**src/rtl/spa_pkg.sv**
```systemverilog
`default_nettype none

package spa_pkg;

    localparam int MAX_TERMS_DEF = 64;

    localparam int ACTION_W = 2;
    localparam int COEF_W   = 32;
    localparam int EXP_W    = 16;
    localparam int INDEX_W  = 7;

    localparam logic [ACTION_W-1:0] ACT_CLEAR = 2'd0;
    localparam logic [ACTION_W-1:0] ACT_ADD   = 2'd1;
    localparam logic [ACTION_W-1:0] ACT_QUERY = 2'd2;

    // A token walks the cell chain, one cell per cycle. The live bit stays set
    // until the term has been merged or placed, or until the queried term has
    // been found.
    typedef struct packed {
        logic                     is_query;
        logic                     live;
        logic                     full;
        logic                     placed;
        logic                     found;
        logic [INDEX_W-1:0]       rem;
        logic signed [EXP_W-1:0]  expo;
        logic signed [COEF_W-1:0] coef;
    } tok_t;

    typedef struct packed {
        logic                     term_valid;
        logic signed [COEF_W-1:0] coef;
        logic signed [EXP_W-1:0]  expo;
        logic                     ovf;
    } res_t;

    function automatic logic signed [COEF_W-1:0] sat_add(
        input logic signed [COEF_W-1:0] a,
        input logic signed [COEF_W-1:0] b
    );
        logic signed [COEF_W:0] sum;
        logic signed [COEF_W-1:0] res;
        sum = {a[COEF_W-1], a} + {b[COEF_W-1], b};
        if (sum[COEF_W] != sum[COEF_W-1])
        begin
            res = sum[COEF_W] ? {1'b1, {(COEF_W-1){1'b0}}} : {1'b0, {(COEF_W-1){1'b1}}};
        end
        else
        begin
            res = sum[COEF_W-1:0];
        end
        return res;
    endfunction

endpackage

`default_nettype wire

```
**src/rtl/spa_cell.sv**
```systemverilog
`default_nettype none

module spa_cell (
    input  wire logic          clk,
    input  wire logic          rst_n,
    input  wire logic          clr,
    input  wire logic          tok_in_valid,
    input  wire spa_pkg::tok_t tok_in,
    output logic               tok_out_valid,
    output spa_pkg::tok_t      tok_out
);
    import spa_pkg::*;

    logic                     occ_reg;
    logic                     occ_next;
    logic signed [EXP_W-1:0]  exp_reg;
    logic signed [EXP_W-1:0]  exp_next;
    logic signed [COEF_W-1:0] coef_reg;
    logic signed [COEF_W-1:0] coef_next;
    logic                     tok_vld_reg;
    tok_t                     tok_reg;
    tok_t                     tok_next;

    always_comb
    begin
        tok_next  = tok_in;
        occ_next  = occ_reg;
        exp_next  = exp_reg;
        coef_next = coef_reg;
        if (tok_in_valid && tok_in.live)
        begin
            if (!tok_in.is_query)
            begin
                if (!occ_reg)
                begin
                    if (!tok_in.full)
                    begin
                        occ_next        = 1'b1;
                        exp_next        = tok_in.expo;
                        coef_next       = tok_in.coef;
                        tok_next.live   = 1'b0;
                        tok_next.placed = 1'b1;
                    end
                end
                else if (exp_reg == tok_in.expo)
                begin
                    coef_next     = sat_add(coef_reg, tok_in.coef);
                    tok_next.live = 1'b0;
                end
                else if ((tok_in.expo > exp_reg) && !tok_in.full)
                begin
                    // The incoming term takes this slot and the old entry moves on.
                    exp_next      = tok_in.expo;
                    coef_next     = tok_in.coef;
                    tok_next.expo = exp_reg;
                    tok_next.coef = coef_reg;
                end
            end
            else if (occ_reg && (coef_reg != '0))
            begin
                if (tok_in.rem == INDEX_W'(1))
                begin
                    tok_next.live  = 1'b0;
                    tok_next.found = 1'b1;
                    tok_next.expo  = exp_reg;
                    tok_next.coef  = coef_reg;
                end
                else
                begin
                    tok_next.rem = tok_in.rem - INDEX_W'(1);
                end
            end
        end
        if (clr)
        begin
            occ_next = 1'b0;
        end
    end

    always_ff @(posedge clk or negedge rst_n)
    begin
        if (!rst_n)
        begin
            occ_reg     <= 1'b0;
            tok_vld_reg <= 1'b0;
        end
        else
        begin
            occ_reg     <= occ_next;
            tok_vld_reg <= tok_in_valid;
        end
    end

    always_ff @(posedge clk)
    begin
        exp_reg  <= exp_next;
        coef_reg <= coef_next;
        tok_reg  <= tok_next;
    end

    assign tok_out_valid = tok_vld_reg;
    assign tok_out       = tok_reg;

endmodule

`default_nettype wire

```
**config.mk**
```make
export PLATFORM = sky130hd
export DESIGN_NAME = spa_cell
export DESIGN_NICKNAME = d
export VERILOG_FILES = /design/src/rtl/spa_pkg.sv /design/src/rtl/spa_cell.sv
export SDC_FILE = /design/constraint.sdc
export NUM_CORES = 1
export LEC_CHECK = 0
export BUFFER_PORTS_ARGS = -buffer_cell sky130_fd_sc_hd__buf_2
export CAP_MARGIN = 20
export CORE_MARGIN = 1
export CORE_UTILIZATION = 45
export DETAILED_ROUTE_END_ITERATION = 7
export PLACE_DENSITY = 0.69
export SYNTH_ARGS = -nofsm -noshare
export SYNTH_HDL_FRONTEND = slang
export SYNTH_SLANG_ARGS = --single-unit
```
**constraint.sdc**
```tcl
create_clock -name clk -period 8.65 [get_ports clk]
set_input_delay 0.865 -clock clk [delete_from_list [all_inputs] [get_ports clk]]
set_output_delay 0.865 -clock clk [all_outputs]
set_load 0.02 [all_outputs]
```
==> summary.txt <==
Detailed routing
  • Vias: 5413
  • Drt first pass iters: 5
  • DRT iter0 DRCs: 340
  • DRC: 0
  • Post-route ant nets: 0
  • Per-cell routed wire length: 16.2 µm
  • Vias per Instance: 5.61
  • Routed WL: 15600 µm

Finish
  • Most frequent cells in the layout: buf_2 (124), a21oi_1 (69), nand2_1 (64)
  • Antenna cells: 0
  • Layout cells sized above 1: 26.2%
  • Syn-to-layout area delta: 16.8%
  • Max reg flops: 60
  • NumNets Final: 895
  • Commonest non-fill, non-tap cell in the layout: buf_2

Logic synthesis
  • Synth Net Count: 783
  • Synthesized area per cell: 9.65 µm²
  • Post-Synthesis Cell Area: 6450 µm²
  • Yosys warning count: 0
  • Count of state elements after synthesis: 110
  • FFs w/ async S/R, synth: 1.82%
  • Post-synthesis sequential area ratio: 41.8%
  • Yosys cell types: 56
  • Post-synth EDFFs: 48
  • Prevailing post-synth register cell: dfxtp_1
  • Syn Inst Count: 668

Timing
  • Achievable frequency: 238 MHz
  • Final hold violations: 0
  • Tightest Pin Transition: 1.05 ns
  • Slew Limit Fails: 0
  • Slew HR: 30.0%
  • Clock skew: 0.0126 ns
  • Unrepaired setup endpoints after global routing: false
  • Final worst slack: 4.45 ns
  • Setup TNS Final: 0 ns
  • Min cycle time layout: 4.20 ns
  • Final period utilization: 48.5%
  • Final setup viols: 0

Critical path
  • Startpoint types: primary input
  • CP endpoint kind: flip-flop
  • Worst Setup Path Type: primary input to flip-flop
  • Reg2reg setup slack: 4.65 ns
  • Worst setup path startpoint: tok_in[0]
  • Reg2reg start: coef_reg[0]
  • Worst-path maximum fanout: 20
  • Cell count of the worst reg-to-reg path: 12
  • Worst Path Arrival: 4.40 ns
  • WP data required: 8.85 ns
  • Worst r2r dst: coef_reg[9]

Clocking
  • Clock buffer count from CTS: 9
  • Clk Latency, worst-skew pair: 0.37 ns
  • H-tree levels: 3
  • CTS root buf: clkbuf_16
  • Setup Buffers After CTS: 0
  • Clock-pin slew on the worst setup and hold paths: 0.08 ns
  • TritonCTS clock tree: yes
  • CTS sink cnt: 110
  • Resized Gates After CTS: 0
  • CTS Hold Bufs: 0
  • Clock buffer depth: 2

Placed design
  • Routability Congestion: 0.992
  • Number of I/O port buffers: 124
  • DP HPWL: 11800 µm
  • Pre-CTS WS: 4.09 ns

GRT
  • GR Util All Layers: 21.9%
  • Pin count of the biggest net entering global routing: 42
  • Grt total ovfl: 0
  • Number of antenna violations at the first check in global routing: 1
  • First-pass GRT wire length: 25500 µm
  • Vias in the first global route: 5202

Die
  • DIE AREA: 14800 µm²
  • Row count: 43
  • Chip width: 122 µm
  • Height of the die: 122 µm
  • Initial core utilization: 46.3%
  • Core Box Area: 13900 µm²
  • I/O pins: 125

Worst hold path
  • Hold Path Class: primary input to asynchronous set/reset pin

Job
  • Max-capacitance violation count: 0

Power and ir drop
  • Max VDD drop: 0.000104 V
  • P_leak: 3.20 nW
  • Pwr/cell area: 165 nW/µm²

Run status
  • Status: finished, final reports clean
-- power breakdown --
group | internal [mW] | leakage (nW) | switching, mW
registers | 0.563 | 0.968 | 0.00769
logic | 0.0900 | 2.08 | 0.136
clock network | 0.234 | 0.154 | 0.209
-- critical path, stage by stage --
cell,delay [ns]
buf_2,0.10
ha_1,0.20
inv_1,0.07
fa_1,0.39
nand2b_1,0.19
a21o_1,0.21
a21boi_2,0.19
o31ai_1,0.13
and2_4,0.19
o41ai_4,0.88
buf_4,0.38
o21ai_2,0.31
o21ai_1,0.27
-- Yosys cell counts, drive strengths merged, types with 7 or more instances --
cell / n / area (µm²)
a21o: 13 / 97.6
a21oi: 69 / 345
a31oi: 9 / 56.3
buf: 13 / 93.8
clkbuf: 16 / 60.1
dfxtp: 60 / 1200
edfxtp: 48 / 1440
ha: 50 / 626
inv: 30 / 113
mux2: 48 / 541
nand2: 64 / 240
nand3: 10 / 50.1
nand4: 11 / 68.8
nor2: 30 / 113
nor3: 12 / 60.1
nor4: 10 / 62.6
o21ai: 62 / 314
o31ai: 7 / 57.6
xnor2: 21 / 184
-- metal layers --
| metal | share of wire, % | vias up | global-route usage [%] | routed length (µm) |
|---|---|---|---|---|
| met5 | 0.083 | - | 0 | 13 |
| met4 | 1.3 | 2 | 6.17 | 206 |
| met3 | 5.8 | 18 | 4.40 | 904 |
| met2 | 46 | 182 | 35.6 | 7220 |
| met1 | 47 | 2512 | 29.5 | 7260 |
| li1 | - | 2699 | - | - |
-- stage by stage --
stage,instance area [µm²],instances,hold WS [ns],util (%),total power [mW]
global route,7530,965,0.260,54.1,1.29
detailed placement,7220,949,0.489,51.8,0.806
finish,7530,965,0.269,54.1,1.24
CTS,7530,965,0.264,54.1,1.25
global placement,7220,949,0.482,51.8,0.803
floorplan,6450,668,0.475,-,0.737
-- layout make-up --
cell class	count	area, µm²
sequential	110	2690
multi-input combinational	499	3520
clock inverter	6	86.3
timing repair buffer	130	666
clock buffer	10	229
tap	180	225
fill	1270	6400
inverter	30	113
-- worst max path at each step --
stage                              end  slack [ns]  cells after the start
after CTS                  coef_reg[9]        4.49                     13
after global placement    coef_reg[29]        4.25                     13
after global routing      coef_reg[12]        4.25                     13
after floorplan            coef_reg[0]        3.68                      7
after detailed placement   coef_reg[2]        4.09                     13
final                      coef_reg[9]        4.45                     13
-- kinds of logic (layout without fill, tap and decap cells) --
family | after synthesis | count (layout) | synth area share [%]
buf+inv | 59 | 176 | 4.13
mux | 50 | 50 | 8.69
flops | 110 | 110 | 41.8
simple gates | 167 | 167 | 12.3
fa+ha+maj | 51 | 51 | 10.0
compound gates | 204 | 204 | 19.5
xor+xnor | 27 | 27 | 3.67
Power figures use the tool's default switching activity.
